===== src/sv/gaussian_blur_3x3_macros.svh =====
// assertion helpers shared by the blur modules
`ifndef GAUSSIAN_BLUR_3X3_MACROS_SVH
`define GAUSSIAN_BLUR_3X3_MACROS_SVH

// checked at every rising edge outside reset
`define GB3_ASSERT(label, prop, msg) \
  label: assert property (@(posedge clk) disable iff (!rst_n) prop) else $error(msg);

// checked at every rising edge, reset included
`define GB3_ASSERT_ALWAYS(label, prop, msg) \
  label: assert property (@(posedge clk) prop) else $error(msg);

`endif


===== src/sv/gb3_pkg.sv =====
`timescale 1ns / 1ps
`default_nettype none
package gb3_pkg;

  localparam int MAX_WIDTH    = 2048;
  localparam int MIN_WIDTH    = 3;
  localparam int HEIGHT_LIMIT = 4096;
  localparam int RESET_WIDTH  = 640;
  localparam int RESET_HEIGHT = 480;

  localparam int PIX_W  = 8;
  localparam int FW_W   = 12;                       // frame_width register
  localparam int FH_W   = 13;                       // frame_height register
  localparam int COL_W  = $clog2(MAX_WIDTH);        // column / line store address
  localparam int WID_W  = $clog2(MAX_WIDTH + 1);    // used width, holds MAX_WIDTH
  localparam int ROW_W  = $clog2(HEIGHT_LIMIT + 2); // input row, runs to height + 1
  localparam int OROW_W = $clog2(HEIGHT_LIMIT);     // output row
  localparam int ADDR_W = 3;
  localparam int DATA_W = 32;

  localparam logic REG_WIDTH  = 1'b0;
  localparam logic REG_HEIGHT = 1'b1;

  localparam logic KIND_PIXEL = 1'b0;
  localparam logic KIND_FLUSH = 1'b1;

  typedef logic [PIX_W-1:0]  pix_t;
  typedef logic [COL_W-1:0]  col_t;
  typedef logic [WID_W-1:0]  wid_t;
  typedef logic [FH_W-1:0]   hgt_t;

  // frame geometry in use, plus a restart pulse on every register write
  typedef struct packed {
    wid_t width;
    hgt_t height;
    logic restart;
  } cfg_ctl_t;

  // everything one accepted transaction needs downstream
  typedef struct packed {
    col_t slot;
    pix_t pix;
    logic near_ok;    // row above exists in this frame
    logic far_ok;     // row two above exists in this frame
    logic emit;
    logic left_zero;
    logic right_zero;
    logic last;
  } item_t;

endpackage
`default_nettype wire


===== src/sv/gb3_raster.sv =====
`timescale 1ns / 1ps
`default_nettype none
`include "gaussian_blur_3x3_macros.svh"
module gb3_raster (
  input  wire logic               clk,
  input  wire logic               rst_n,
  input  wire gb3_pkg::cfg_ctl_t  ctl,
  input  wire logic               accept,
  input  wire logic               kind,
  input  wire gb3_pkg::pix_t      pixel,
  output gb3_pkg::item_t          item
);
  import gb3_pkg::*;

  col_t              in_col_r, in_col_nxt;
  logic [ROW_W-1:0]  in_row_r, in_row_nxt;
  col_t              out_col_r, out_col_nxt;
  logic [OROW_W-1:0] out_row_r, out_row_nxt;
  wid_t              in_col_inc;
  wid_t              out_col_inc;
  logic [FH_W-1:0]   out_row_inc;
  logic [ROW_W-1:0]  height_ext;
  logic              in_wrap;
  logic              out_wrap;

  assign height_ext  = ROW_W'(ctl.height);
  assign in_col_inc  = WID_W'(in_col_r) + WID_W'(1);
  assign out_col_inc = WID_W'(out_col_r) + WID_W'(1);
  assign out_row_inc = FH_W'(out_row_r) + FH_W'(1);
  assign in_wrap     = in_col_inc >= ctl.width;
  assign out_wrap    = out_col_inc >= ctl.width;

  always_comb begin
    item.slot       = in_col_r;
    item.pix        = (kind == KIND_PIXEL && in_row_r < height_ext) ? pixel : '0;
    item.near_ok    = in_row_r >= ROW_W'(1);
    item.far_ok     = in_row_r >= ROW_W'(2);
    // linear position has reached width + 1
    item.emit       = (in_row_r >= ROW_W'(2)) ||
                      (in_row_r == ROW_W'(1) && in_col_r != '0);
    item.left_zero  = out_col_r == '0;
    item.right_zero = out_wrap;
    item.last       = out_wrap && (out_row_inc >= ctl.height);
  end

  always_comb begin
    in_col_nxt  = in_col_r;
    in_row_nxt  = in_row_r;
    out_col_nxt = out_col_r;
    out_row_nxt = out_row_r;
    if (ctl.restart || (accept && item.emit && item.last)) begin
      in_col_nxt  = '0;
      in_row_nxt  = '0;
      out_col_nxt = '0;
      out_row_nxt = '0;
    end else if (accept) begin
      if (in_wrap) begin
        in_col_nxt = '0;
        if (in_row_r <= height_ext) begin
          in_row_nxt = in_row_r + ROW_W'(1);
        end
      end else begin
        in_col_nxt = COL_W'(in_col_inc);
      end
      if (item.emit) begin
        if (out_wrap) begin
          out_col_nxt = '0;
          out_row_nxt = out_row_r + OROW_W'(1);
        end else begin
          out_col_nxt = COL_W'(out_col_inc);
        end
      end
    end
  end

  always_ff @(posedge clk) begin
    if (!rst_n) begin
      in_col_r  <= '0;
      in_row_r  <= '0;
      out_col_r <= '0;
      out_row_r <= '0;
    end else begin
      in_col_r  <= in_col_nxt;
      in_row_r  <= in_row_nxt;
      out_col_r <= out_col_nxt;
      out_row_r <= out_row_nxt;
    end
  end

  `GB3_ASSERT(a_col_in_frame, WID_W'(in_col_r) < ctl.width, "input column past frame width")
  `GB3_ASSERT(a_last_restarts, accept && item.emit && item.last && !ctl.restart |=> in_col_r == '0 && in_row_r == '0 && out_col_r == '0, "frame end did not restart the raster")

endmodule
`default_nettype wire


===== config.mk =====
export PLATFORM = sky130hd
export DESIGN_NAME = gb3_raster
export DESIGN_NICKNAME = d
export VERILOG_FILES = /design/src/sv/gb3_pkg.sv /design/src/sv/gb3_raster.sv
export VERILOG_INCLUDE_DIRS = /design/src /design/src/sv
export SDC_FILE = /design/constraint.sdc
export NUM_CORES = 1
export LEC_CHECK = 0
export ABC_AREA = 1
export BUFFER_PORTS_ARGS = -buffer_cell sky130_fd_sc_hd__buf_2
export CAP_MARGIN = 40
export CORE_ASPECT_RATIO = 1.2
export CORE_UTILIZATION = 46
export CTS_CLUSTER_SIZE = 14
export DETAILED_ROUTE_END_ITERATION = 7
export MAX_ROUTING_LAYER = met4
export PLACE_DENSITY = 0.66
export SYNTH_ARGS = -nofsm -noshare
export SYNTH_HDL_FRONTEND = slang
export SYNTH_SLANG_ARGS = --single-unit

===== constraint.sdc =====
create_clock -name clk -period 3.8 [get_ports clk]
set_clock_uncertainty 0.1 [all_clocks]
set_input_delay 0.38 -clock clk [delete_from_list [all_inputs] [get_ports clk]]
set_output_delay 0.38 -clock clk [all_outputs]
set_load 0.01 [all_outputs]

Word level (Yosys, flattened, before mapping):

Cells that the tools add are included.

* bits of input ports: 38
* register bits: 47
* word-level logic and storage cells: 35

* bitwise logic cells: 2
* add/subtract/negate cells: 5
* multiplexer cells: 3
* eq/ne operators: 1
* reduce and logical (&&, ||, !) cells: 13
* magnitude comparators: 7

Operator list (count)
* $add A11 B1 Y12 const B: 2
* $ge A12 B12 Y1: 2
* $mux W11: 2
* $add A12 B1 Y13 const B: 1
* $add A13 B1 Y13 const B: 1
* $eq A13 B1 Y1 const B: 1
* $ge A13 B1 Y1 const B: 1
* $ge A13 B13 Y1: 1
* $ge A13 B2 Y1 const B: 1
* $le A13 B13 Y1: 1
* $lt A13 B13 Y1: 1
* $add A12 B1 Y12 const B: 1
* $logic_not A11 Y1: 1
* $reduce_bool A11 Y1: 1
* $mux W8: 1
* $reduce_and A3 Y1: 2
* $logic_and A1 B1 Y1: 5
* $logic_or A1 B1 Y1: 2
* $not A1 Y1: 2
* $reduce_and A2 Y1: 1
* $reduce_or A2 Y1: 1

Logic depth before layout (Yosys ltp):

* word-level depth: 7
* mapped depth: 21

Worst setup path before layout:

No wires, ideal clock.

* path kind: reg2reg
* from: reg in_col_r[0]
* to: reg in_row_r[2]
* path buffers: 1
* cell stages (with the launch flop): 22
* data required time: 3591 ps
* setup time: 109 ps
* setup slack: 924 ps
* data arrival time: 2668 ps
* period minus slack after synthesis: 2876 ps
* cells stage by stage: dfxtp_1 > ha_1 > nand3_1 > nor2_1 > nand2_1 > nor2_1 > nand2_1 > xor2_1 > inv_1 > ha_1 > nand2_1 > nor2_1 > nand2_1 > nor2_1 > nand2_1 > a21oi_2 > nand2_1 > buf_6 > nand2_1 > nand2_1 > nand2_1 > inv_1

* word-level cells in the longest chain between the ends: 7
* elaborated cells between the ends (all ways): 10
* those cells by class: add/sub (1); order compare (1); reduce/logical (8)

RTL lines
* start: declaration: RTL line gb3_raster.sv:15 `col_t in_col_r, in_col_nxt;`
* start signal: assignment: RTL line gb3_raster.sv:83 `in_col_r <= in_col_nxt;`
* parallel branches: the longest is 7 deep, another holds $add A11 B1 Y12
* end signal: assignment: RTL line gb3_raster.sv:84 `in_row_r <= in_row_nxt;`
* end: declaration: RTL line gb3_raster.sv:16 `logic [ROW_W-1:0] in_row_r, in_row_nxt;`

Parallel ways; which one is timed is not known.
A chain may end at the register's enable or synchronous reset.

==> qor.yml <==
synthesis:
  avgSynthCellArea_um2: 6.283
  synthTopCellsByArea: "dfxtp_1, ha_1, nand2_1"
  syn_nets: 803
  synth_top_area_cell: "dfxtp_1"
  yosysUniqueCellTypes: 38
  syn_inst: 707
  synth_top_area_share_pct: 21.18
  synth_common_cells: "nand2_1, inv_1, nor2_1"
  synthesis.area_um2: 4442
  synth.most_common_cell: "nand2_1"
  ys_seq_elements: 47
  ys_async_sr_fraction_pct: 0
  ys_warn_count: 0
  yosysSeqAreaShare_pct: 21.18
  synth_ff_type: "dfxtp_1"
  synth_edf_count: 0
finish:
  final_core_util_pct: 53.58
  nNetsFinal: 860
  layoutNonFillerInstCount: 885
  drive_gt1_share_pct: 11.76
  antenna_cells: 0
  syn_to_final_growth_pct: 11.27
power:
  powerDensity_nw_per_um2: 211.2
  intPower_mw: 0.7975
  switching_share_pct: 23.61
  total_power_mw: 1.044
  peakVddDrop_uv: 162.7
  p_sw_mw: 0.2465
  power_frac_comb_pct: 10.0
  p_leak_nw: 2.799
  pwr-share-clk_pct: 42.7
  power_frac_seq_pct: 47.3
worst_setup_path:
  crit_path_cell_trace: "nand2_1 > nor2_1 > nand2_1 > nor4_1 > ha_1 > a21oi_1 > o21ai_1 > nor2_1 > nand2_1 > nand2_4 > inv_1 > buf_2"
  cp_common_cell: "nand2_1"
  startpoint_type: "flip-flop"
  path_class: "flip-flop to primary output"
  crit_arrival_ns: 2.99
  cp.required_ns: 3.32
  rr_startpoint: "in_col_r[0]"
  reg2regPathDepth: 20
  rrSetupSlack_ns: 0.45
  cpPeakStageDelay_ns: 0.45
  r2r_end: "in_row_r[11]"
  crit_fanout: 7
  end_kind: "primary output"
  slowest_stage: "dfxtp_1"
placed_design:
  place_inst: 877
  numPortBuffers: 62
  hpwl_um: 8429
  gp_congestion: 0.8961
route:
  drt_iter0_drc: 143
  routed_via_density: 4.854
  first_pass_iters: 4
  antenna_left: 0
  via_count: 4296
  wl_per_cell_um: 11.71
  drt-total-wl_um: 10370
  drc: 0
clock_tree:
  cts_setup_buffers: 0
  clk_pin_slew_worst_paths_ns: 0.10
  postCtsHoldBufs: 0
  insertion_delay_ns: 0.32
  cts_root_buffer: "clkbuf_8"
  cts_tree: "done"
  cts_resized: 0
  cts_htree_levels: 2
  clock_path_buffers: 2
  numCtsBuffers: 5
  clkSinkCount: 47
sta:
  timing.hold.ws_ns: 0.3747
  period_minus_slack_ns: 3.468
  rsz0062_at_grt: "no"
  report.final.slew_viol_count: 0
  clock.fmax_ghz: 0.2884
  slew_headroom_pct: 66.40
  setup_tns_ns: 0
  finalCritPeriodShare_pct: 91.26
  final_hold_viol_count: 0
  worst_pin_slew_ns: 0.5028
  finalSetupViolCount: 0
floorplanning:
  die_y_um: 109.6
  io_pins: 63
  core_um2: 9224
  die_area_um2: 10060
  fp.dieW_um: 91.71
  rows: 38
  start_util_pct: 48.16
grt:
  grt_pass1_vias: 4080
  grt_use_total_pct: 22.60
  grt.overflow.total: 0
  antenna_found_initial: 0
  grt_max_degree: 24
  grt_pass1_wl_um: 17850
worst_hold_path:
  worstHoldPathType: "input port to flip-flop"
  min_from: "ctl[0]"
  min_to: "out_row_r[0]"
  worst_hold_path.num_cells: 4
status:
  status: "finished, final reports clean"
run:
  cap_viol_max_count: 0
==> cell type report <==
| cell class | count | area, um^2 |
|---|---|---|
| clock buffer | 6 | 72.57 |
| clock inverter | 2 | 60.06 |
| fill | 940 | 4282 |
| inverter | 136 | 510.5 |
| multi-input combinational | 507 | 2860 |
| sequential | 47 | 940.9 |
| tap | 120 | 150.1 |
| timing repair buffer | 67 | 347.8 |
==> cell families after synthesis <==
kind of cell	after synthesis	synth area share [%]
flip-flops	47	21.18
adder cells (fa/ha/maj)	58	16.34
AND/OR/NAND/NOR	362	35.01
XOR/XNOR	29	5.718
buffers and inverters	153	14.42
AO/OA/AOI/OAI	58	7.324
==> state kept, by name (all words and copies together) (netlist names) <==
signal and cells:
in_row_r 13, in_col_r 11, out_col_r 11, out_row_r 12
==> stage by stage <==
| step | worst slack, ns | cell area, um^2 |
|---|---|---|
| floorplan | 0.9236 | 4442 |
| global placement | 0.5330 | 4810 |
| detailed placement | 0.4355 | 4810 |
| CTS | 0.3855 | 4942 |
| global route | 0.02125 | 4942 |
| finish | 0.3323 | 4942 |
==> cells in the final DEF, fill, tap and decap left out, types with 2 or more instances in the layout <==
cell and n:
xor2_1 25, buf_4 5, inv_1 132, o21ai_1 7, nor2_1 93, nand2_1 184
nand3_1 53, inv_2 3, buf_2 62, a22oi_1 5, a21oi_1 26, o21a_1 2
nor3_1 6, nor4_1 2, xnor2_1 4, bufinv_16 2, nor2_4 2, o21ai_0 15
dfxtp_1 47, clkbuf_8 5, nor2_2 2, nand4_1 10, nand2_4 2, ha_1 58
==> worst max-delay path by stage <==
stage	depth (start not counted)	endpoint	slack, ns	start
finish	12	item[0]	0.33	out_col_r[2]
global route	12	item[0]	0.02	out_col_r[2]
CTS	12	item[0]	0.39	out_col_r[2]
detailed placement	20	in_row_r[11]	0.44	in_col_r[0]
global placement	20	in_row_r[11]	0.53	in_col_r[0]
floorplan	21	in_row_r[2]	0.92	in_col_r[0]
==> per-layer routing <==
layer | up-vias | track usage, % | wire (um)
li1 | 2300 | - | -
met1 | 1909 | 25.22 | 4623
met2 | 78 | 42.70 | 5236
met3 | 9 | 2.559 | 358
met4 | 0 | 6.250 | 147
met5 | - | - | 0
==> worst max-delay path, delay by kind of cell, from the launching register on <==
kind,cells,cell delay [ns]
AO/OA/AOI/OAI,2,0.23
adder cells (fa/ha/maj),1,0.33
buffers and inverters,2,0.18
flip-flops,1,0.45
AND/OR/NAND/NOR,7,1.48
==> power by group through the flow <==
stage	logic, mW	clock network [mW]	registers, mW
6_report	0.105	0.446	0.494
5_1_grt	0.120	0.470	0.494
4_1_cts	0.105	0.456	0.494
3_5_place_dp	0.104	0	0.505
3_3_place_gp	0.102	0	0.505
2_1_floorplan	0.0644	0	0.505
Power figures use the tool's default switching activity.
