## config.mk

```make
export PLATFORM = sky130hd
export DESIGN_NAME = gb3_cfg
export DESIGN_NICKNAME = d
export VERILOG_FILES = /design/src/sv/gaussian_blur_3x3_macros.svh /design/src/sv/gb3_pkg.sv /design/src/sv/gb3_cfg.sv
export SDC_FILE = /design/constraint.sdc
export NUM_CORES = 1
export LEC_CHECK = 0
export BUFFER_PORTS_ARGS = -buffer_cell sky130_fd_sc_hd__buf_2
export CORE_ASPECT_RATIO = 0.7
export CORE_MARGIN = 1.5
export CORE_UTILIZATION = 45
export DETAILED_ROUTE_END_ITERATION = 7
export GPL_ROUTABILITY_DRIVEN = 0
export PLACE_DENSITY = 0.77
export SYNTH_ARGS = -nofsm -noshare
export SYNTH_HDL_FRONTEND = slang
export SYNTH_SLANG_ARGS = --single-unit
```

## constraint.sdc

```tcl
create_clock -name clk -period 4.5 [get_ports clk]
set_input_delay 0.9 -clock clk [delete_from_list [all_inputs] [get_ports clk]]
set_output_delay 0.9 -clock clk [all_outputs]
set_load 0.01 [all_outputs]
```

## src/sv/gaussian_blur_3x3_macros.svh

```systemverilog
// assertion helpers shared by the blur modules
`ifndef GAUSSIAN_BLUR_3X3_MACROS_SVH
`define GAUSSIAN_BLUR_3X3_MACROS_SVH

// checked at every rising edge outside reset
`define GB3_ASSERT(label, prop, msg) \
  label: assert property (@(posedge clk) disable iff (!rst_n) prop) else $error(msg);

// checked at every rising edge, reset included
`define GB3_ASSERT_ALWAYS(label, prop, msg) \
  label: assert property (@(posedge clk) prop) else $error(msg);

`endif

```

## src/sv/gb3_pkg.sv

```systemverilog
`timescale 1ns / 1ps
`default_nettype none
package gb3_pkg;

  localparam int MAX_WIDTH    = 2048;
  localparam int MIN_WIDTH    = 3;
  localparam int HEIGHT_LIMIT = 4096;
  localparam int RESET_WIDTH  = 640;
  localparam int RESET_HEIGHT = 480;

  localparam int PIX_W  = 8;
  localparam int FW_W   = 12;                       // frame_width register
  localparam int FH_W   = 13;                       // frame_height register
  localparam int COL_W  = $clog2(MAX_WIDTH);        // column / line store address
  localparam int WID_W  = $clog2(MAX_WIDTH + 1);    // used width, holds MAX_WIDTH
  localparam int ROW_W  = $clog2(HEIGHT_LIMIT + 2); // input row, runs to height + 1
  localparam int OROW_W = $clog2(HEIGHT_LIMIT);     // output row
  localparam int ADDR_W = 3;
  localparam int DATA_W = 32;

  localparam logic REG_WIDTH  = 1'b0;
  localparam logic REG_HEIGHT = 1'b1;

  localparam logic KIND_PIXEL = 1'b0;
  localparam logic KIND_FLUSH = 1'b1;

  typedef logic [PIX_W-1:0]  pix_t;
  typedef logic [COL_W-1:0]  col_t;
  typedef logic [WID_W-1:0]  wid_t;
  typedef logic [FH_W-1:0]   hgt_t;

  // frame geometry in use, plus a restart pulse on every register write
  typedef struct packed {
    wid_t width;
    hgt_t height;
    logic restart;
  } cfg_ctl_t;

  // everything one accepted transaction needs downstream
  typedef struct packed {
    col_t slot;
    pix_t pix;
    logic near_ok;    // row above exists in this frame
    logic far_ok;     // row two above exists in this frame
    logic emit;
    logic left_zero;
    logic right_zero;
    logic last;
  } item_t;

endpackage
`default_nettype wire

```

## src/sv/gb3_cfg.sv

```systemverilog
`timescale 1ns / 1ps
`default_nettype none
module gb3_cfg (
  input  wire logic                        clk,
  input  wire logic                        rst_n,
  input  wire logic                        psel,
  input  wire logic                        penable,
  input  wire logic                        pwrite,
  input  wire logic [gb3_pkg::ADDR_W-1:0]  paddr,
  input  wire logic [gb3_pkg::DATA_W-1:0]  pwdata,
  output logic      [gb3_pkg::DATA_W-1:0]  prdata,
  output logic                             pready,
  output gb3_pkg::cfg_ctl_t                ctl
);
  import gb3_pkg::*;

  logic [FW_W-1:0] width_r, width_nxt;
  logic [FH_W-1:0] height_r, height_nxt;
  wid_t            used_w_r, used_w_nxt;
  hgt_t            used_h_r, used_h_nxt;
  logic            wr_en;
  logic            reg_sel;

  assign pready  = 1'b1;
  assign wr_en   = psel && penable && pwrite && pready;
  assign reg_sel = paddr[2];

  always_comb begin
    width_nxt  = width_r;
    height_nxt = height_r;
    if (wr_en) begin
      unique case (reg_sel)
        REG_WIDTH:  width_nxt  = pwdata[FW_W-1:0];
        REG_HEIGHT: height_nxt = pwdata[FH_W-1:0];
        default:    ;
      endcase
    end
    // saturate to the supported range
    if (32'(width_nxt) < MIN_WIDTH) begin
      used_w_nxt = WID_W'(MIN_WIDTH);
    end else if (32'(width_nxt) > MAX_WIDTH) begin
      used_w_nxt = WID_W'(MAX_WIDTH);
    end else begin
      used_w_nxt = WID_W'(width_nxt);
    end
    if (height_nxt == '0) begin
      used_h_nxt = FH_W'(1);
    end else if (32'(height_nxt) > HEIGHT_LIMIT) begin
      used_h_nxt = FH_W'(HEIGHT_LIMIT);
    end else begin
      used_h_nxt = height_nxt;
    end
  end

  always_ff @(posedge clk) begin
    if (!rst_n) begin
      width_r  <= FW_W'(RESET_WIDTH);
      height_r <= FH_W'(RESET_HEIGHT);
      used_w_r <= WID_W'(RESET_WIDTH);
      used_h_r <= FH_W'(RESET_HEIGHT);
    end else begin
      width_r  <= width_nxt;
      height_r <= height_nxt;
      used_w_r <= used_w_nxt;
      used_h_r <= used_h_nxt;
    end
  end

  always_comb begin
    unique case (reg_sel)
      REG_WIDTH:  prdata = DATA_W'(width_r);
      REG_HEIGHT: prdata = DATA_W'(height_r);
      default:    prdata = '0;
    endcase
  end

  // geometry switches at the same edge that restarts the counters
  assign ctl.width   = used_w_r;
  assign ctl.height  = used_h_r;
  assign ctl.restart = wr_en;

endmodule
`default_nettype wire

```

Word-level counts from Yosys, hierarchy flattened
Cells that the tools add are included.
{"block": "word_totals", "ff_bits": 50, "inputBits": 40}
{"block": "op_classes", "muxes": 9, "n_bitwise": 2, "reduce_logical": 7, "order_cmp": 3}
{"cell": "$pmux 32 s2", "n": 1}
{"cell": "$mux 13", "n": 3}
{"cell": "$mux 12", "n": 3}
{"cell": "$gt 13x13->1 const B", "n": 1}
{"cell": "$logic_not 13->1", "n": 1}
{"cell": "$gt 12x12->1 const B", "n": 1}
{"cell": "$lt 12x2->1 const B", "n": 1}
{"cell": "$mux 10", "n": 1}
{"cell": "$mux 9", "n": 1}
{"cell": "$reduce_or 3->1", "n": 2}
{"cell": "$reduce_or 2->1", "n": 2}
{"cell": "$logic_and 1x1->1", "n": 2}
{"cell": "$not 1->1", "n": 2}

Longest topological paths before layout
Gate-level depths: netlist of the first run.
{"block": "logic_depth", "word_depth": 6, "ltp_mapped": 7, "depth_no_buf": 5}

Worst setup path before layout of the first run
No wires, ideal clock.
{"block": "synth_path", "kind": "input -> output", "from": "in paddr[2] (netlist name)", "to": "out prdata[10] (netlist name)", "t_required_ns": 3.600, "arrival_ns": 1.921, "path_buffers": 2, "setup_slack_ns": 1.679, "cell_stages": 3, "cell_sequence": "clkbuf_1 > buf_1 > mux2_2"}
{"block": "synth_via", "elab_chain_cells": 2}
{"item": "from (decl)", "line_no": "gb3_cfg.sv:9", "rtl": "input wire logic [gb3_pkg::ADDR_W-1:0] paddr,"}
{"item": "$not 1->1"}
{"item": "$pmux 32 s2 (*)", "line_no": "gb3_cfg.sv:70", "rtl": "unique case (reg_sel)"}
{"item": "to (decl)", "line_no": "gb3_cfg.sv:11", "rtl": "output logic [gb3_pkg::DATA_W-1:0] prdata,"}
Mark *: on every way between the ends. The rest lies on a longest branch, timed or not. The select of a mux whose other input is x is not followed.

Worst setup path after layout of the first run
Ends and elaborated chain as after synthesis.

==> out/qor.txt, run 1 <==
status - finished, final reports clean
die height - 61.8 µm
post-layout minimum cycle time - 2.68 ns
commonest cells in the netlist - dfxtp_1, nand2_1, a21oi_1, buf_4, mux2_2
Fin. Hold Viols - 0
most common cell in the netlist - dfxtp_1
HPWL Detailed - 3640 µm
Pwr Total - 0.846 mW
RSZ-0062 raised after global routing - false
fin cells - 357
cts bufs inserted - 5
Max-Cap Viols - 0
Placeable Area - 4760 µm²
met1 layer usage reported by global route - 27.2%
Final Max Tran Viols - 0
post-synthesis register bit count - 50
full die area - 5370 µm²
CTS hold repair buffers - 0
clk_skew - 0.00275 ns
worst path cell trace - buf_2 -> mux2_2 -> buf_2
Post-Syn Area - 2220 µm²
final setup fails - 0
PnR worst setup slack - 1.82 ns
reg-to-reg startpoint - height_r[7]
Hold WC Path Type - register to register
post-CTS resize count - 0
Fin Setup TNS - 0 ns
FMAX - 373 MHz
clock sinks - 50
die width - 86.9 µm
met2 usage - 28.8%
global route hottest layer - met2
reg2reg setup slack - 2.95 ns
clock insertion delay at the later pin of the skew report - 0.29 ns
GRT overflow - 0
Slowest-stage cell, CP - mux2_2
Slew @ Worst Pin - 0.854 ns
nature of the critical path endpoint - primary output
register area share after synthesis - 45.1%
DRT Pass-1 Iters - 4
Worst IR Drop VDD - 0.183 mV
initial antenna violation count - 0
critical path required time - 3.60 ns
Hold EP - width_r[6]
Placed Cells - 349
vias in the first global route - 1556
Synth Instances - 242
relative slew slack - 43.0%
met3 Track Usage GR - 4.89%
Max FO, Critical Path - 17
top cell type's share of synthesized area - 45.1%
routed length per instance - 14.1 µm
cell type with the largest total area after synthesis - dfxtp_1
Via-to-Cell Ratio - 5.05
Routed Wire Length - 5030 µm
largest cells by area after synthesis - dfxtp_1, buf_4, nand2_1
CP dominant cell by count - buf_2
Antenna diodes - 0
Via Count - 1803
CP arrival - 1.78 ns
I/O Buffers - 57
nets@finish - 327
Setup CP Type - primary input to primary output
Critical R2R Capture - used_h_r[10]
Std-Cell Rows - 21
post-synth cell types - 38
gr usage total - 19.0%
global-route wire length before repair - 7580 µm
Hold Path Depth - 2
DRC - 0
Power Density - 335 nW/µm²
# IOs - 99
CP peak stage delay - 0.41 ns
Worst-path clk slew - 0.08 ns
EDFF count, synth - 0
htree depth - 2
clk buf depth - 2
Initial DRC Count - 151
post-CTS setup buffers - 0
layout cells sized above 1 - 28.5%
Static Leakage - 1.13 nW
root buffer cell - clkbuf_8
largest net degree at the start of global routing - 29
Tcrit/Tclk final - 59.6%
CTS tree - yes
beginning of the worst hold path - width_r[6]
Routed Antenna Nets - 0
synthesis-to-finish area growth - 13.9%
Worst Reg-to-Reg Cells - 5
mean post-synth cell area - 9.17 µm²
Main synth FF type - dfxtp_1
YS warnings - 0
Critical Path Start Type - primary input
pre-CTS setup slack - 1.83 ns
Async SR Flop Fraction - 0%
initial core utilization - 46.7%
==> layout by cell type, fill, tap and decap left out, types with 2 or more instances in the layout <==
master	synthesis	layout
clkbuf_8	0	5
o32ai_1	2	2
o21ai_0	2	2
buf_2	6	57
o211ai_1	4	4
a31oi_1	2	2
conb_1	2	20
mux2_2	12	12
nand3b_1	8	8
o311ai_0	3	3
nor2_1	5	5
nand2_1	43	43
inv_1	5	5
mux2i_1	4	4
nand3_1	8	8
dfxtp_1	50	50
o2bb2ai_1	2	2
and2_1	4	4
clkbuf_1	6	2
nor2b_1	7	7
nor4_1	4	4
a21oi_1	22	22
nor3_1	3	3
==> power by group <==
group | internal (mW) | leakage, nW | switching [mW]
combinational | 0.0309 | 0.671 | 0.0543
clock | 0.166 | 0.0524 | 0.135
sequential | 0.453 | 0.405 | 0.00688
==> layer usage <==
metal,vias to the layer above,share of wire (%)
met4,0,0.30
li1,868,-
met5,-,0
met2,83,44
met3,2,8.2
met1,850,48
==> worst max path at each step <==
| stage | startpoint | endpoint | slack [ns] | depth (start not counted) |
|---|---|---|---|---|
| after floorplan | paddr[2] | prdata[10] | 1.68 | 3 |
| after global placement | paddr[2] | prdata[10] | 1.83 | 3 |
| after detailed placement | paddr[2] | prdata[10] | 1.83 | 3 |
| after CTS | paddr[2] | prdata[10] | 1.83 | 3 |
| after global routing | paddr[2] | prdata[10] | 1.79 | 3 |
| final | paddr[2] | prdata[10] | 1.82 | 3 |
==> worst max-delay path, delay by kind of cell <==
family	cells	cell delay [ns]
buffers and inverters	2	0.46
muxes	1	0.41
==> final cells by class <==
cell class / instances / area (µm²)
multi-input combinational: 168 / 1030
fill: 452 / 2230
inverter: 5 / 18.8
timing repair buffer: 57 / 285
sequential: 50 / 1000
clock buffer: 7 / 76.3
tap: 69 / 86.3
clock inverter: 1 / 30.0
==> stage by stage <==
step | utilization [%] | hold slack, ns | instance area (µm²)
3_3_place_gp | 50.9 | 0.476 | 2420
3_5_place_dp | 50.9 | 0.483 | 2420
5_1_grt | 53.2 | 0.522 | 2530
2_1_floorplan | - | 0.459 | 2290
4_1_cts | 53.2 | 0.497 | 2530
6_report | 53.2 | 0.503 | 2530
==> sequential cells by signal, summed over array words and instances, names as in the netlist <==
name,flops
width_r,12
used_w_r,12
used_h_r,13
height_r,13
==> kinds of logic (layout without fill, tap and decap cells) <==
group / after synthesis / in the layout / share of synthesized area [%]
DFF: 50 / 50 / 45.1
buffers and inverters: 42 / 70 / 11.5
muxes: 17 / 17 / 8.57
AOI/OAI and AO/OA: 39 / 39 / 10.8
other: 2 / 20 / 0.338
xor gates and xnor gates: 2 / 2 / 1.63
and+or+nand+nor: 90 / 90 / 22.0
Note: power is estimated with default switching activity, not from simulation.
==> run 2, diff against run 1 <==
Clock period 4.5 ns to 2.5 ns, I/O delays scaled along.
==> out/qor.txt, run 2 (synthesis results as in run 1) <==
status - finished, final reports clean
Worst Reg-to-Reg Cells - 5 (unchanged)
post-layout minimum cycle time - 1.86 ns
nets@finish - 334 (+2.1%)
global route hottest layer - met2
clock insertion delay at the later pin of the skew report - 0.31 ns (+0.02 ns)
post-CTS setup buffers - 0 (unchanged)
commonest non-fill, non-tap cell in the layout - buf_2
clock sinks - 50 (unchanged)
FMAX - 537 MHz
initial core utilization - 46.7% (unchanged)
Worst IR Drop VDD - 0.324 mV (+77%)
met3 Track Usage GR - 4.10% (-0.79 points)
Power Density - 585 nW/µm² (+75%)
htree depth - 2 (unchanged)
Critical Path Start Type - primary input
clk buf depth - 2 (unchanged)
Slew @ Worst Pin - 0.548 ns (-0.305 ns)
Via-to-Cell Ratio - 4.98 (-1.4%)
Final Max Tran Viols - 0 (unchanged)
Fin. Hold Viols - 0 (unchanged)
DRC - 0 (unchanged)
CP arrival - 1.36 ns (-0.42 ns)
met1 layer usage reported by global route - 27.1% (-0.038 points)
DRT Pass-1 Iters - 4 (unchanged)
area of the multi-input gates - 1030 µm² (unchanged)
Post-Layout Inst Area - 2580 µm² (+2.0%)
post-placement cell area - 2470 µm² (+2.2%)
final setup fails - 0 (unchanged)
pre-CTS setup slack - 0.533 ns (-1.30 ns)
sequential cell area - 1000 µm² (unchanged)
Routed Antenna Nets - 0 (unchanged)
Max-Cap Viols - 0 (unchanged)
Hold WC Path Type - primary input to register
post-CTS resize count - 0 (unchanged)
most frequent cells in the layout - buf_2, dfxtp_1, nand2_1, a21oi_1, conb_1
critical path required time - 2.00 ns (-1.60 ns)
CTS tree - yes
CTS hold repair buffers - 0 (unchanged)
PnR worst setup slack - 0.639 ns (-1.18 ns)
full die area - 5370 µm² (unchanged)
cts bufs inserted - 5 (unchanged)
largest net degree at the start of global routing - 23 (-21%)
reg-to-reg startpoint - height_r[6]
root buffer cell - clkbuf_8
Critical R2R Capture - used_h_r[10]
vias in the first global route - 1577 (+1.3%)
Largest regs - height_r (13), used_h_r (13)
clk_skew - 0.00906 ns (+0.00630 ns)
Routed Wire Length - 5130 µm (+2.1%)
Max FO, Critical Path - 17 (unchanged)
HPWL Detailed - 3780 µm (+3.9%)
nature of the critical path endpoint - primary output
Hold Path Depth - 3 (+1)
reg2reg setup slack - 0.93 ns (-2.02 ns)
Setup CP Type - primary input to primary output
die height - 61.8 µm (unchanged)
fill cell count - 465 (+2.9%)
Antenna diodes - 0 (unchanged)
GRT overflow - 0 (unchanged)
Initial DRC Count - 109 (-28%)
Hold EP - height_r[8]
Tcrit/Tclk final - 74.4%
initial antenna violation count - 0 (unchanged)
met2 usage - 30.7% (+1.9 points)
layout cells sized above 1 - 30.8% (+2.4 points)
I/O Buffers - 57 (unchanged)
die width - 86.9 µm (unchanged)
Static Leakage - 1.17 nW (+3.2%)
beginning of the worst hold path - pwdata[8]
Placeable Area - 4760 µm² (unchanged)
# IOs - 99 (unchanged)
gr usage total - 19.6% (+0.51 points)
synthesis-to-finish area growth - 16.2%
Std-Cell Rows - 21 (unchanged)
Fin Setup TNS - 0 ns (unchanged)
global-route wire length before repair - 7690 µm (+1.5%)
routed length per instance - 14.1 µm (+0.11%)
RSZ-0062 raised after global routing - false
Via Count - 1812 (+0.50%)
Worst-path clk slew - 0.09 ns (about the same)
relative slew slack - 63.4% (+20 points)
[run 2: cell types whose count changed in the layout (fill, tap and decap cells not counted)]
| cell | previous run | this run |
|---|---|---|
| clkbuf_8 | 5 | 7 |
| clkbuf_1 | 2 | 0 |
| clkinv_4 | 0 | 1 |
| buf_4 | 0 | 7 |
| bufinv_16 | 1 | 0 |
[run 2: report_power, final]
| group | switching [mW] | leakage (nW) | internal [mW] |
|---|---|---|---|
| registers | 0.0119 | 0.405 | 0.815 |
| clock network | 0.268 | 0.0544 | 0.254 |
| logic | 0.0989 | 0.705 | 0.0602 |
[run 2: critical path, cell delays in order]
cell	delay, ns
buf_2	0.32
mux2_2	0.39
buf_2	0.14
[run 2: cell type report]
cell class / instances / area share [%]
multi-input cells: 168 / 40.0
flip-flops and latches: 50 / 38.8
repair buffers: 64 / 13.1
clock buffers: 7 / 3.73
well taps: 69 / 3.35
inverters: 5 / 0.727
clock inverters: 1 / 0.339
[run 2: routing by layer]
layer	part of all wire (%)	wire length (µm)
met1	47	2440
met3	7.0	358
met4	1.2	61
met5	0	0
met2	44	2280
[run 2: worst max-delay path by stage]
stage	start	endpoint	slack, ns
after detailed placement	pwdata[5]	used_h_r[3]	0.53
after floorplan	paddr[2]	prdata[10]	0.48
after CTS	paddr[2]	prdata[5]	0.65
final	paddr[2]	prdata[5]	0.64
after global placement	pwdata[5]	used_h_r[3]	0.56
after global routing	paddr[2]	prdata[5]	0.61
[run 2: metrics by stage]
stage                     hold WS, ns  util [%]  power (mW)  cells
after floorplan                 0.459         -       0.965    260
after detailed placement        0.484      52.0        1.00    356
after global routing            0.489      54.2        1.56    364
final                           0.463      54.2        1.51    364
after CTS                       0.463      54.2        1.51    364
after global placement          0.476      52.0        1.00    356
==> run 3, diff against run 2 <==
Clock period 2.5 ns to 1.9 ns, I/O delays scaled along.
==> out/qor.txt, run 3 (synthesis results as in run 1) <==
die height - 61.8 µm (unchanged)
initial core utilization - 46.7% (unchanged)
Critical Path Start Type - primary input
Std-Cell Rows - 21 (unchanged)
CTS hold repair buffers - 0 (unchanged)
cts bufs inserted - 5 (unchanged)
root buffer cell - clkbuf_8
Initial DRC Count - 140 (+28%)
Post-Layout Inst Area - 2570 µm² (-0.39%)
Antenna diodes - 0 (unchanged)
htree depth - 2 (unchanged)
post-layout minimum cycle time - 1.65 ns
Slew @ Worst Pin - 0.564 ns (+0.0152 ns)
commonest non-fill, non-tap cell in the layout - buf_2
full die area - 5370 µm² (unchanged)
relative slew slack - 62.4% (-1.0 points)
CTS tree - yes
I/O Buffers - 57 (unchanged)
GRT overflow - 0 (unchanged)
CP arrival - 1.27 ns (-0.09 ns)
initial antenna violation count - 0 (unchanged)
Hold WC Path Type - primary input to register
Max FO, Critical Path - 17 (unchanged)
Largest regs - height_r (13), used_h_r (13)
DRT Pass-1 Iters - 4 (unchanged)
RSZ-0062 raised after global routing - false
nets@finish - 333 (-0.30%)
Placeable Area - 4760 µm² (unchanged)
global-route wire length before repair - 7800 µm (+1.4%)
Via-to-Cell Ratio - 5.00 (+0.44%)
Worst IR Drop VDD - 0.382 mV (+18%)
Tcrit/Tclk final - 86.7%
final setup fails - 0 (unchanged)
layout cells sized above 1 - 30.6% (-0.24 points)
Static Leakage - 1.16 nW (-0.71%)
vias in the first global route - 1564 (-0.82%)
Setup CP Type - primary input to primary output
post-CTS setup buffers - 0 (unchanged)
Max-Cap Viols - 0 (unchanged)
post-placement cell area - 2480 µm² (+0.20%)
Final Max Tran Viols - 0 (unchanged)
Routed Antenna Nets - 0 (unchanged)
Via Count - 1815 (+0.17%)
clock sinks - 50 (unchanged)
nature of the critical path endpoint - primary output
DRC - 0 (unchanged)
clk buf depth - 2 (unchanged)
most frequent cells in the layout - buf_2, dfxtp_1, nand2_1, a21oi_1, conb_1
Routed Wire Length - 5150 µm (+0.43%)
die width - 86.9 µm (unchanged)
largest net degree at the start of global routing - 24 (+4.3%)
Worst-path clk slew - 0.09 ns (about the same)
Fin. Hold Viols - 0 (unchanged)
routed length per instance - 14.2 µm (+0.71%)
HPWL Detailed - 3700 µm (-2.2%)
clk_skew - 0.00901 ns (-0.0000496 ns)
# IOs - 99 (unchanged)
synthesis-to-finish area growth - 15.8%
status - finished, final reports clean
post-CTS resize count - 0 (unchanged)
gr usage total - 19.9% (+0.32 points)
critical path required time - 1.52 ns (-0.48 ns)
FMAX - 607 MHz
Power Density - 745 nW/µm² (+27%)
clock insertion delay at the later pin of the skew report - 0.31 ns (about the same)
Fin Setup TNS - 0 ns (unchanged)
[run 3: layout make-up]
cell class / instances / area [µm²]
clock buffers: 5 / 68.8
clock inverters: 3 / 21.3
fillers: 447 / 2190
inverters: 5 / 18.8
multi-input cells: 168 / 1030
flip-flops and latches: 50 / 1000
well taps: 69 / 86.3
repair buffers: 63 / 343
[run 3: final timing paths]
kind	start	end	slack, ns	cells after the start
hold reg to reg	width_r[8]	width_r[8]	0.50	2
setup reg to reg	height_r[7]	used_h_r[10]	0.30	5
hold / removal	pwdata[8]	width_r[8]	0.36	3
setup / recovery	paddr[2]	prdata[10]	0.25	3
[run 3: report_power, final]
group          switching [mW]  internal [mW]
sequential             0.0164           1.07
combinational           0.130         0.0799
clock                   0.356          0.259
[run 3: metrics by stage]
stage | util, % | std cells | power (mW) | worst slack, ns | hold slack [ns]
6_report | 54.0 | 363 | 1.91 | 0.252 | 0.357
2_1_floorplan | - | 260 | 1.27 | 0.119 | 0.459
4_1_cts | 54.0 | 363 | 1.92 | 0.269 | 0.353
3_3_place_gp | 52.1 | 355 | 1.32 | 0.0763 | 0.476
5_1_grt | 54.0 | 363 | 1.99 | 0.178 | 0.363
3_5_place_dp | 52.1 | 355 | 1.32 | 0.0609 | 0.484
[run 3: layer usage]
metal / wire length, µm / vias to the layer above / global-route usage, %
met4: 89 / 0 / 8.76
li1: - / 880 / -
met5: 0 / - / 0
met1: 2340 / 832 / 27.2
met3: 514 / 10 / 5.42
met2: 2210 / 93 / 29.8
[run 3: worst max-delay path: stages]
cell and delay (ns):
buf_2 0.33, mux2_2 0.40, buf_2 0.15
