$ cat src/sv/gaussian_blur_3x3_macros.svh
// assertion helpers shared by the blur modules
`ifndef GAUSSIAN_BLUR_3X3_MACROS_SVH
`define GAUSSIAN_BLUR_3X3_MACROS_SVH

// checked at every rising edge outside reset
`define GB3_ASSERT(label, prop, msg) \
  label: assert property (@(posedge clk) disable iff (!rst_n) prop) else $error(msg);

// checked at every rising edge, reset included
`define GB3_ASSERT_ALWAYS(label, prop, msg) \
  label: assert property (@(posedge clk) prop) else $error(msg);

`endif

$ cat src/sv/gb3_pkg.sv
`timescale 1ns / 1ps
`default_nettype none
package gb3_pkg;

  localparam int MAX_WIDTH    = 2048;
  localparam int MIN_WIDTH    = 3;
  localparam int HEIGHT_LIMIT = 4096;
  localparam int RESET_WIDTH  = 640;
  localparam int RESET_HEIGHT = 480;

  localparam int PIX_W  = 8;
  localparam int FW_W   = 12;                       // frame_width register
  localparam int FH_W   = 13;                       // frame_height register
  localparam int COL_W  = $clog2(MAX_WIDTH);        // column / line store address
  localparam int WID_W  = $clog2(MAX_WIDTH + 1);    // used width, holds MAX_WIDTH
  localparam int ROW_W  = $clog2(HEIGHT_LIMIT + 2); // input row, runs to height + 1
  localparam int OROW_W = $clog2(HEIGHT_LIMIT);     // output row
  localparam int ADDR_W = 3;
  localparam int DATA_W = 32;

  localparam logic REG_WIDTH  = 1'b0;
  localparam logic REG_HEIGHT = 1'b1;

  localparam logic KIND_PIXEL = 1'b0;
  localparam logic KIND_FLUSH = 1'b1;

  typedef logic [PIX_W-1:0]  pix_t;
  typedef logic [COL_W-1:0]  col_t;
  typedef logic [WID_W-1:0]  wid_t;
  typedef logic [FH_W-1:0]   hgt_t;

  // frame geometry in use, plus a restart pulse on every register write
  typedef struct packed {
    wid_t width;
    hgt_t height;
    logic restart;
  } cfg_ctl_t;

  // everything one accepted transaction needs downstream
  typedef struct packed {
    col_t slot;
    pix_t pix;
    logic near_ok;    // row above exists in this frame
    logic far_ok;     // row two above exists in this frame
    logic emit;
    logic left_zero;
    logic right_zero;
    logic last;
  } item_t;

endpackage
`default_nettype wire

$ cat src/sv/gb3_window.sv
`timescale 1ns / 1ps
`default_nettype none
module gb3_window (
  input  wire logic           clk,
  input  wire logic           rst_n,
  input  wire logic           clear,
  input  wire logic           shift,
  input  wire gb3_pkg::pix_t  top_px,
  input  wire gb3_pkg::pix_t  mid_px,
  input  wire gb3_pkg::pix_t  bot_px,
  input  wire logic           left_zero,
  input  wire logic           right_zero,
  output gb3_pkg::pix_t       filtered
);
  import gb3_pkg::*;

  localparam int COLSUM_W = PIX_W + 2;
  localparam int SUM_W    = PIX_W + 4;

  pix_t                win_r   [3][3];
  pix_t                win_nxt [3][3];
  pix_t                fresh   [3];
  logic [COLSUM_W-1:0] row_sum [3];
  logic [SUM_W-1:0]    total;

  assign fresh[0] = top_px;
  assign fresh[1] = mid_px;
  assign fresh[2] = bot_px;

  // column 0 oldest, column 2 newest
  always_comb begin
    for (int r = 0; r < 3; r++) begin
      win_nxt[r][0] = win_r[r][1];
      win_nxt[r][1] = win_r[r][2];
      win_nxt[r][2] = fresh[r];
    end
  end

  always_comb begin
    for (int r = 0; r < 3; r++) begin
      row_sum[r] = (left_zero ? COLSUM_W'(0) : COLSUM_W'(win_nxt[r][0])) +
                   {1'b0, win_nxt[r][1], 1'b0} +
                   (right_zero ? COLSUM_W'(0) : COLSUM_W'(win_nxt[r][2]));
    end
    total = SUM_W'(row_sum[0]) + {1'b0, row_sum[1], 1'b0} + SUM_W'(row_sum[2]);
  end

  assign filtered = total[SUM_W-1:4];

  always_ff @(posedge clk) begin
    if (!rst_n || clear) begin
      for (int r = 0; r < 3; r++) begin
        for (int c = 0; c < 3; c++) begin
          win_r[r][c] <= '0;
        end
      end
    end else if (shift) begin
      win_r <= win_nxt;
    end
  end

endmodule
`default_nettype wire

$ cat config.mk
export PLATFORM = sky130hd
export DESIGN_NAME = gb3_window
export DESIGN_NICKNAME = d
export VERILOG_FILES = /design/src/sv/gaussian_blur_3x3_macros.svh /design/src/sv/gb3_pkg.sv /design/src/sv/gb3_window.sv
export SDC_FILE = /design/constraint.sdc
export NUM_CORES = 1
export LEC_CHECK = 0
export BUFFER_PORTS_ARGS = -buffer_cell sky130_fd_sc_hd__buf_2
export CAP_MARGIN = 20
export CORE_ASPECT_RATIO = 1.25
export CORE_MARGIN = 1
export CORE_UTILIZATION = 32
export DETAILED_ROUTE_END_ITERATION = 6
export PLACE_DENSITY = 0.54
export REMOVE_ABC_BUFFERS = 1
export SYNTH_ARGS = -nofsm -noshare
export SYNTH_HDL_FRONTEND = slang
export SYNTH_SLANG_ARGS = --single-unit
export TNS_END_PERCENT = 30
$ cat constraint.sdc
create_clock -name clk -period 10.43 [get_ports clk]
set_input_delay 2.086 -clock clk [delete_from_list [all_inputs] [get_ports clk]]
set_output_delay 2.086 -clock clk [all_outputs]
set_load 0.01 [all_outputs]
* Word-level counts from Yosys, hierarchy flattened
Index checks and enable logic that the tools add are counted.
Widths: inputs -> output; s select.
** Cells by class
- $add $sub $neg :: 8
- Muxes and demuxes :: 6
- Reductions and logical operators :: 2
** Operators by type and width (number)
- $mux 8 :: 6
- $add 10x8->10 :: 3
- $add 8x9->10 :: 3
- $add 10x11->12 :: 1
- $add 12x10->12 :: 1
- $logic_not 1->1 :: 1
- $logic_or 1x1->1 :: 1
** Storage, ports and cells
- Register bits after elaboration :: 48
- Input bits :: 30
- Output and inout bits :: 8
- Logic and storage cells :: 22

* Logic depth before layout (Yosys ltp)
Gate-level depths: netlist of the first run.
- Depth after elaboration :: 5
- Gate-level depth with buffers :: 24
- Depth with buffers taken out :: 23

* Worst setup path after synthesis of the first run
No wires, ideal clock.
- Path kind :: input to output
- From :: input port left_zero
- To :: output port filtered[7]
- Arrival time :: 7535 ps
- Data required time :: 8344 ps
- Path slack :: 809 ps
- Stages on the path :: 24
- Path buffers :: 1
- Cell sequence :: clkbuf_1 -> nand2b_1 -> fa_1 -> inv_1 -> ha_1 -> inv_1 -> fa_1 -> nor2b_1 -> o21ai_0 -> nand2_1 -> xnor2_1 -> fa_1 -> fa_1 -> inv_1 -> fa_1 -> inv_1 -> fa_1 -> inv_1 -> ha_1 -> a21o_1 -> a21oi_1 -> o21bai_1 -> or4b_1 -> o211ai_1
** Between the ends
- Longest elaborated chain between the ends :: 5
** RTL lines
- start: declaration :: line gb3_window.sv:11 : input wire logic left_zero,
- $mux 8 :: line gb3_window.sv:41 : row_sum[r] = (left_zero ? COLSUM_W'(0) : COLSUM_W'(win_nxt[r][0])) +
- $add 8x9->10 :: line gb3_window.sv:41
- $add 10x8->10 :: line gb3_window.sv:42 : {1'b0, win_nxt[r][1], 1'b0} +
- $add 10x11->12 :: line gb3_window.sv:45 : total = SUM_W'(row_sum[0]) + {1'b0, row_sum[1], 1'b0} + SUM_W'(row_sum[2]);
- $add 12x10->12 * :: line gb3_window.sv:45
- end: declaration :: line gb3_window.sv:13 : output gb3_pkg::pix_t filtered
Every way passes the cells marked *; elsewhere a longest branch is shown, timed or not.

* Worst setup path in the final report of the first run
Same ends and word-level chain as after synthesis.

==> summary.md, run 1 <==
| Metric | Value |
|---|---|
| Met1 usage | approximately 16% |
| Fin area | 4400 sq um |
| Setup_tns | 0 ns |
| Share of post-route cells with drive strength above 1 | 12.0% |
| FP Rows | 44 |
| Worst Tran Pin Value | around 1.0 ns |
| Register area | between 900 and 1000 sq um |
| Gate power share | 35.6% |
| Peak VDD IR | 0.0529 mV |
| Int Power | between 0.3 and 0.4 mW |
| PnR worst setup slack | between 0.4 and 0.5 ns |
| Startpoint types | input pin |
| GR Util met3 | about 2.1% |
| Synth top area share | about a quarter |
| Detailed Routing Iterations Pass 1 | 4 |
| Tcrit/Tclk final | a little over nine tenths |
| Skew-Pair Late Insertion Delay | between 0.2 and 0.3 ns |
| Tot GR Track Use | between 10% and 20% |
| CTS-repair resized insts | 0 |
| DRT antenna net count | 0 |
| Gate Count Post-Synth | 417 |
| Largest net degree at the start of global routing | 49 |
| Met2 Usage GRT | approximately a quarter |
| DP HPWL | around 5.6 mm |
| Final Skew | around 0.0036 ns |
| Most frequent cell after synthesis | inv_1 |
| Core region area | about 12,000 sq um |
| Largest cells by area after synthesis | dfxtp_1 25%, fa_1 23%, mux2i_1 13% |
| R2R Setup Slk | 9.73 ns |
| Synth Area in Simple Gates | 18.2% |
| Synth cell count leaders | 71 x inv_1, 56 x nor2_1, 49 x mux2i_1 |
| Sw frac | between 30% and 40% |
| Footprint of the multi-input gates | ~2600 sq um |
| Clk pin slew, worst setup/hold paths | ~0.06 ns |
| Compound-Gate Fraction of Synth Area | between 4 and 5% |
| # DRC | 0 |
| DIE AREA | about 13,000 sq um |
| Die height | 126 um |
| Initial Util | between 30 and 40% |
| Clk sink count | 48 |
| Synth unique cells | 38 |
| Status | completed |
| Antenna violations before repair | 0 |
| Sequential fraction of the synthesis area | approximately 25% |
| Gpl congestion | about 0.76 |
| H-tree Lvls | 2 |
| Routed len/inst | 12.0 um |
| Area delta synth->final | 12.3% |
| CP max FO | 8 |
| CTS buffer count | 5 |
| CTS tree | done |
| GRT busiest layer | met2 |
| Vias in the first global route | 2,893 |
| Via density | about 4.5 |
| Layout Nets | 547 |
| Io pins | 38 |
| Clock root cell | clkbuf_16 |
| Hold Crit Class | flip-flop to flip-flop |
| Cell taking the most area after synthesis | dfxtp_1 |
| Syn Area/Cell | ~9.4 sq um |
| Leak pwr | approximately 2.1 nW |
| Hold buffer count at cts | 0 |
| Total wire length | between 7 and 8 mm |
| DP Worst Slack | around 0.39 ns |
| F_max | ~0.1 GHz |
| Worst EP required | 8.34 ns |
| CP arrival | 7.92 ns |
| Max FFs per register | 48 |
| Worst slew margin | between 30% and 40% |
| Synth Area in XOR/XNOR | approximately 1.8% |
| Max-Cap Viols | 0 |
| Ant diodes | 0 |
| Final hold violations | 0 |
| # fillers | ~1.3k |
| Clock Path Buffers | 2 |
| Synth Area in Adders | about 30% |
| Setup CP Type | input pin to primary output |
| Hold Slack | 0.485 ns |
| Multiplexer share of the synthesized area | ~13% |
| Setup crit end kind | primary output |
| Final Setup Violations | 0 |
| Sequential share of power | 35.7% |
| Setup Buffers After CTS | 0 |
| First DRT Iteration DRCs | 57 |
| Total grt overflow | 0 |
| Power Dens Cells | between 100 and 150 nW/um^2 |
| Post-synth EDFFs | 0 |
| Final min period | about 10 ns |
| Non-filler instance count after layout | 610 |
| Width of the die | around 100 um |
| Cell Area, Synth | roughly 3900 sq um |
| Clock share of power | approximately 29% |
| Net Sw Power | about 0.17 mW |
| Cells after DPL | between 600 and 700 |
| Largest family of logic cells by synthesized area | adder cells |
| Vias | 2,725 |
| First-pass GRT wire length | between 10 and 15 mm |
| Placed inst area | between 4000 and 5000 sq um |
| Synth Flop Type | dfxtp_1 |
| Yosys warning count | 0 |
| RSZ-0062 raised after global routing | false |
| IO Port Bufs | 37 |
| Synth Register Bits | 48 |
| Async S/R FF share, synth | 0% |
| Fin. max-slew vios | 0 |
-- kinds of logic after synthesis --
logic type                 count (synthesis)
AOI/OAI and AO/OA                         22
xor gates and xnor gates                   8
adders and majority gates                 68
buffers and inverters                     86
DFF                                       48
muxes                                     49
and+or+nand+nor                          136
-- layout by cell type (no fill, tap or decap), drive strengths merged, types with 8 or more instances in the layout --
master | Yosys | layout
inv | 71 | 71
nand2b | 34 | 34
nor2 | 56 | 56
mux2i | 49 | 49
dfxtp | 48 | 48
nand2 | 8 | 8
nor2b | 13 | 13
nor3 | 9 | 9
fa | 45 | 45
ha | 23 | 23
buf | 5 | 40
-- routing by layer --
layer	wire length (um)	vias to the layer above	share of wire, %
met3	198	8	2.7
met5	0	-	0
met1	3290	1315	45
li1	-	1365	-
met4	72	0	0.98
met2	3780	37	51
-- layout make-up --
type	instances	area share (%)
flip-flops and latches	48	21.9
clock inverters	1	0.114
inverters	71	6.06
well taps	161	4.58
multi-input cells	283	59.7
clock buffers	6	2.93
repair buffers	40	4.73
-- worst max-delay path, stage by stage --
cell and delay [ns]:
buf_2 0.15, nand2b_1 0.17, fa_1 0.44, inv_1 0.06, ha_1 0.17, inv_1 0.06, fa_1 0.39, nor2b_1 0.12
o21ai_0 0.11, nand2_1 0.11, xnor2_1 0.15, fa_1 0.48, fa_1 0.55, inv_1 0.05, fa_1 0.53, inv_1 0.06
fa_1 0.52, inv_1 0.04, ha_1 0.33, a21o_1 0.21, a21oi_1 0.16, o21bai_1 0.13, or4b_1 0.49, o211ai_1 0.17
buf_2 0.15
-- power by group through the flow --
stage | registers [mW] | logic, mW | clock network (mW)
after floorplan | 0.193 | 0.136 | 0
after global placement | 0.194 | 0.193 | 0
after detailed placement | 0.194 | 0.193 | 0
after CTS | 0.190 | 0.195 | 0.158
after global routing | 0.191 | 0.222 | 0.167
final | 0.190 | 0.190 | 0.153
-- metrics by stage --
stage / total power, mW / utilization, %
after floorplan: 0.330 / -
after global placement: 0.387 / 36.2
after detailed placement: 0.388 / 36.2
after CTS: 0.544 / 37.3
after global routing: 0.580 / 37.3
final: 0.533 / 37.3
-- worst paths after layout --
check | cells past startpoint | from | end
setup reg to reg | 2 | win_nxt[9] | win_nxt[17]
hold reg to reg | 2 | win_nxt[47] | win_nxt[47]
hold / removal | 2 | win_nxt[47] | win_nxt[47]
setup / recovery | 25 | left_zero | filtered[7]
Power figures use the tool's default switching activity.
==> inputs of run 2 (changes only) <==
- BUFFER_PORTS_ARGS: -buffer_cell sky130_fd_sc_hd__buf_2 -> -buffer_cell sky130_fd_sc_hd__buf_4
==> run 2 against run 1 <==
Compared with the run above: critical path depth is 2 lower; sequential power about the same; setup slack lost 0.017 ns; power increased by 9.4%; maximum frequency down 0.17%; clock-buffer cell count stayed put; sequential share of layout area down 0.57 points; register-to-register slack hardly changed; clock power grew 24%; non-clock buffer count is 3 lower; critical path type unchanged; critical endpoint unchanged.
==> summary.md, run 2 (synthesized netlist as in run 1, its figures left out) <==
| Metric | Value |
|---|---|
| Status | completed |
| DRT antenna net count | 0 |
| Reg2Reg Launch Point | win_nxt[36] |
| # DRC | 0 |
| DIE AREA | 12,700 sq um |
| Share of post-route cells with drive strength above 1 | 11.9% |
| Gate power share | a little over a third |
| Crit path capture | filtered[7] |
| Int Power | a little over 0.4 mW |
| Skew-Pair Late Insertion Delay | 0.28 ns |
| Footprint of the multi-input gates | 2630 sq um |
| PnR worst setup slack | between 0.4 and 0.5 ns |
| WHS Path Cells | 2 |
| Reg-to-reg endpoint | win_nxt[44] |
| Commonest non-fill, non-tap cell in the layout | inv_1 |
| Final min period | 10.02 ns |
| Setup_tns | 0 ns |
| Tot GR Track Use | 13.0% |
| Antenna violations before repair | 0 |
| Worst path max stage delay | 0.54 ns |
| First DRT Iteration DRCs | 56 |
| Area delta synth->final | 15.4% |
| Sequential share of power | about a third |
| Fin util | a little under two fifths |
| IO Port Bufs | 37 |
| Setup crit end kind | primary output |
| Final Setup Violations | 0 |
| Hold Crit Class | flip-flop to flip-flop |
| Clock Path Buffers | 2 |
| Most frequent cells in the layout | 71 x inv_1, 56 x nor2_1, 49 x mux2i_1 |
| Worst Tran Pin Value | around 1 ns |
| Peak VDD IR | around 0.072 mV |
| Worst EP required | roughly 8.3 ns |
| Sw frac | just over 30% |
| R2R Setup Slk | just under 10 ns |
| First-pass GRT wire length | 13.0 mm |
| Largest net degree at the start of global routing | 49 |
| # fillers | between 1k and 1.5k |
| Final hold violations | 0 |
| Startpoint types | input pin |
| Routed len/inst | 12.1 um |
| Tcrit/Tclk final | a little over nine tenths |
| Clock root cell | clkbuf_16 |
| Core region area | approximately 12,000 sq um |
| Via density | around 4.5 |
| Setup CP Type | input pin to primary output |
| Io pins | 38 |
| Critical Path Most Common Cell | fa_1 |
| RSZ-0062 raised after global routing | false |
| Clk pin slew, worst setup/hold paths | about 0.070 ns |
| Register area | 961 sq um |
| Critical path, cell by cell | buf_4, and2b_1, fa_1, inv_1, fa_1, nor2b_1, o21ai_0, nand2_1, xnor2_1, fa_1, fa_1, inv_1, fa_1, inv_1, fa_1, inv_1, ha_1, a21o_1, a21oi_1, o21bai_1, or4b_1, o211ai_1, buf_4 |
| Fin. max-slew vios | 0 |
| Power Dens Cells | 129 nW/um^2 |
| Max FFs per register | 48 |
| H-tree Lvls | 2 |
| Vias in the first global route | around 2.9k |
| Layout Nets | approximately 540 |
| Total grt overflow | 0 |
| Initial Util | 33.2% |
| Slowest cell on the critical path | fa_1 |
| Net Sw Power | 0.180 mW |
| Clock share of power | about 33% |
| Die height | between 100 and 150 um |
| F_max | 0.0998 GHz |
| Total wire length | 7.33 mm |
| Crit path launch | right_zero |
| Detailed Routing Iterations Pass 1 | 4 |
| Worst slew margin | about 33% |
| Final Skew | about 0.0024 ns |
| FP Rows | 44 |
| CP max FO | 24 |
| Ant diodes | 0 |
| Gpl congestion | approximately 0.74 |
| Post-layout power | 0.583 mW |
| CTS tree | done |
| Hold buffer count at cts | 0 |
| DP HPWL | roughly 5.6 mm |
| DP Worst Slack | 0.341 ns |
| Max-Cap Viols | 0 |
| CTS buffer count | 5 |
| Clk sink count | 48 |
| Leak pwr | approximately 2.2 nW |
| Width of the die | slightly above 100 um |
| Vias | 2,716 |
| FF-to-FF path depth | 2 |
| CP arrival | a little under 8 ns |
run 2: changes by cell type in the layout (fill, tap and decap cells not counted):
cell,delta
buf_2,-37
buf_4,+33
buf_6,+1
bufinv_16,+1
clkbuf_1,-1
clkbuf_8,+1
clkinv_2,-1
clkinv_4,+1
run 2: layer usage:
metal	up-vias	GRT usage (%)	share of wire, %
li1	1359	-	-
met1	1320	15.5	44
met2	33	24.3	53
met3	4	2.00	2.6
met4	0	2.56	0.65
met5	-	0	0
run 2: layout make-up:
type                            instances  area share (%)
Sequential cell                        48            21.3
Multi-Input combinational cell        283            58.2
Clock buffer                            6            3.08
Timing Repair Buffer                   37            6.24
Tap cell                              161            4.46
Inverter                               71            5.91
Clock inverter                          2           0.859
run 2: repair_timing:
action,in CTS,in global routing
endpoints found under the setup margin,0,1
buffers inserted,0,0
resized for setup,0,1
run 2: per-stage QoR:
stage / cell area (sq um) / std cells / hold WS (ns)
after floorplan: 3850 / 402 / 0.452
after global placement: 4330 / 600 / 0.470
after detailed placement: 4330 / 600 / 0.479
after CTS: 4510 / 608 / 0.496
after global routing: 4510 / 608 / 0.526
final: 4510 / 608 / 0.489
run 2: worst max-delay path, delay by kind of cell:
kind | cells | cell delay (ns)
AND/OR/NAND/NOR | 4 | 0.96
AO/OA/AOI/OAI | 5 | 0.77
buffers and inverters | 6 | 0.60
XOR/XNOR | 1 | 0.14
adder cells (fa/ha/maj) | 7 | 3.37
run 2: worst min path at each step:
stage,end,startpoint,slack (ns)
final,win_nxt[43],win_nxt[43],0.49
after global routing,win_nxt[64],win_nxt[64],0.53
after CTS,win_nxt[43],win_nxt[43],0.50
after detailed placement,win_nxt[43],win_nxt[43],0.48
after global placement,win_nxt[40],win_nxt[40],0.47
after floorplan,win_nxt[40],win_nxt[40],0.45
run 2: power by group through the flow:
stage | registers [mW] | logic [mW] | clock network, mW
3_3_place_gp | 0.194 | 0.206 | 0
3_5_place_dp | 0.194 | 0.207 | 0
6_report | 0.190 | 0.203 | 0.190
2_1_floorplan | 0.193 | 0.136 | 0
4_1_cts | 0.190 | 0.209 | 0.196
5_1_grt | 0.191 | 0.234 | 0.205
==> inputs of run 3 (changes only) <==
- PLACE_DENSITY: 0.54 -> 0.56
- clock period: 10.43 -> 9.2 ns (I/O delays scaled with it)
==> run 3 against run 2 <==
Compared with the run above: hold slack improved by 0.0017 ns; non-clock buffer count rose by 20; design area rose by 6.5%; largest power group unchanged; clock-buffer cell count rose by 2; largest cell class unchanged; setup slack got worse by 0.19 ns; first-iteration DRC count rose by 14%; die area did not move; register-to-register slack got worse by 1.2 ns.
==> summary.md, run 3 (synthesized netlist as in run 1, its figures left out) <==
| Metric | Value |
|---|---|
| Status | completed |
| Final min period | around 9.0 ns |
| Net Sw Power | 0.220 mW |
| Largest net degree at the start of global routing | 49 |
| Worst EP required | 7.36 ns |
| Fin util | slightly above 40% |
| Detailed Routing Iterations Pass 1 | 4 |
| First DRT Iteration DRCs | 64 |
| Clk sink count | between 40 and 50 |
| IO Port Bufs | 37 |
| Met1 wire length | around 3.3 mm |
| Reg2Reg Launch Point | win_nxt[9] |
| Worst path max stage delay | 0.56 ns |
| Gate power share | between 40 and 50% |
| Width of the die | ~100 um |
| FP Rows | 44 |
| Initial Util | 33.2% |
| Share of post-route cells with drive strength above 1 | between 20 and 25% |
| Routed wl met3 | roughly 230 um |
| CTS buffer count | 5 |
| Die height | about 130 um |
| Core region area | approximately 12,000 sq um |
| Clock Path Buffers | 2 |
| Total grt overflow | 0 |
| Tcrit/Tclk final | a little over nine tenths |
| Sequential share of power | between 30% and 40% |
| Levels on crit path | 23 |
| Final Skew | around 0.0030 ns |
| Hold buffer count at cts | 0 |
| Footprint of the multi-input gates | 2800 sq um |
| CP arrival | approximately 7.1 ns |
| WP buf/inv | 8 |
| Most frequent cells in the layout | 64 x inv_1, 56 x buf_4, 54 x nor2_1 |
| Met2 Routed Length | 4.19 mm |
| Final hold violations | 0 |
| PnR worst setup slack | 0.218 ns |
| Io pins | 38 |
| Max FFs per register | 48 |
| Worst slew margin | between 30% and 40% |
| Vias | ~2.8k |
| WHS Path Cells | 2 |
| DP Worst Slack | -0.108 ns |
| FF-to-FF path depth | 2 |
| First-pass GRT wire length | between 10 and 15 mm |
| Skew-Pair Late Insertion Delay | between 0.2 and 0.3 ns |
| Crit path launch | right_zero |
| Register area | 961 sq um |
| Power Dens Cells | approximately 140 nW/um^2 |
| Vias in the first global route | between 3k and 4k |
| Via density | around 4.5 |
| Total wire length | roughly 7.8 mm |
| Hold Crit Class | flip-flop to flip-flop |
| Delay-heaviest family, CP | adder cells |
| Max-Cap Viols | 0 |
| # fillers | 1,221 |
| Layout Nets | 564 |
| Slowest cell on the critical path | or4b_4 |
| Sw frac | roughly 32% |
| DRT antenna net count | 0 |
| Gpl congestion | about 0.74 |
| Clock share of power | between 20% and 30% |
| Clk pin slew, worst setup/hold paths | about 0.060 ns |
| Clock root cell | clkbuf_16 |
| CP max FO | 5 |
| # DRC | 0 |
| Commonest non-fill, non-tap cell in the layout | inv_1 |
| DP HPWL | 5.83 mm |
| Fin. max-slew vios | 0 |
| Antenna violations before repair | 0 |
| Setup crit end kind | primary output |
| Hold_sp | win_nxt[44] |
| F_max | approximately 0.11 GHz |
| Critical Path Most Common Cell | fa_1 |
| H-tree Lvls | 2 |
| Peak VDD IR | 0.0766 mV |
| Critical path, cell by cell | buf_4, buf_4, nor2b_1, fa_1, ha_1, buf_4, a21oi_2, xor2_1, fa_1, fa_1, inv_2, fa_1, inv_2, fa_1, inv_2, ha_4, nand2_1, or4b_4, a21oi_4, buf_6, nand2_1, o211ai_1, buf_4 |
| Routed len/inst | 12.4 um |
| Area delta synth->final | 22.9% |
| CTS tree | done |
| Max layer used | met4 |
| Worst Tran Pin Value | 0.998 ns |
| Leak pwr | between 2 and 2.5 nW |
| Setup_tns | 0 ns |
| Tot GR Track Use | a little over an eighth |
| Startpoint types | input pin |
| Post-layout power | around 0.68 mW |
| Final Setup Violations | 0 |
| DIE AREA | around 13,000 sq um |
| Ant diodes | 0 |
| Int Power | 0.462 mW |
| Hold Slack | approximately 0.49 ns |
| Setup CP Type | input pin to primary output |
run 3: metal layers:
metal  vias up  GRT usage [%]
met5         -              0
met4         0           3.07
met3         9           2.89
met2        41           25.3
met1      1391           15.5
li1       1397              -
run 3: metrics by stage:
step	std cells	cell area (sq um)
5_1_grt	628	4810
6_report	628	4810
2_1_floorplan	402	3850
3_3_place_gp	618	4470
3_5_place_dp	618	4470
4_1_cts	628	4710
run 3: repair_timing:
item / in CTS / in global routing
setup buffers: 2 / 0
resized for setup: 13 / 23
pin swaps: 19 / 33
endpoints found under the setup margin: 4 / 6
run 3: power by group through the flow:
stage          Combinational [mW]  Sequential (mW)  Clock [mW]
3_5_place_dp                0.255            0.220           0
2_1_floorplan               0.155            0.219           0
5_1_grt                     0.316            0.216       0.203
3_3_place_gp                0.252            0.220           0
4_1_cts                     0.264            0.216       0.193
6_report                    0.279            0.216       0.187
run 3: final timing paths:
check	end	slack, ns
worst max-delay path	filtered[7]	0.22
worst min-delay path	win_nxt[44]	0.49
worst max register to register	win_nxt[17]	8.50
worst min register to register	win_nxt[44]	0.49
run 3: layout make-up:
class | count | share of cell area (%)
repair buffers | 57 | 8.98
inverters | 71 | 5.54
well taps | 161 | 4.19
clock buffers | 8 | 3.05
flip-flops and latches | 48 | 20.0
multi-input cells | 283 | 58.3
run 3: worst min-delay path, cell delays in order (launching register included):
cell	delay, ns
dfxtp_1	0.32
mux2i_1	0.06
nor2_1	0.07
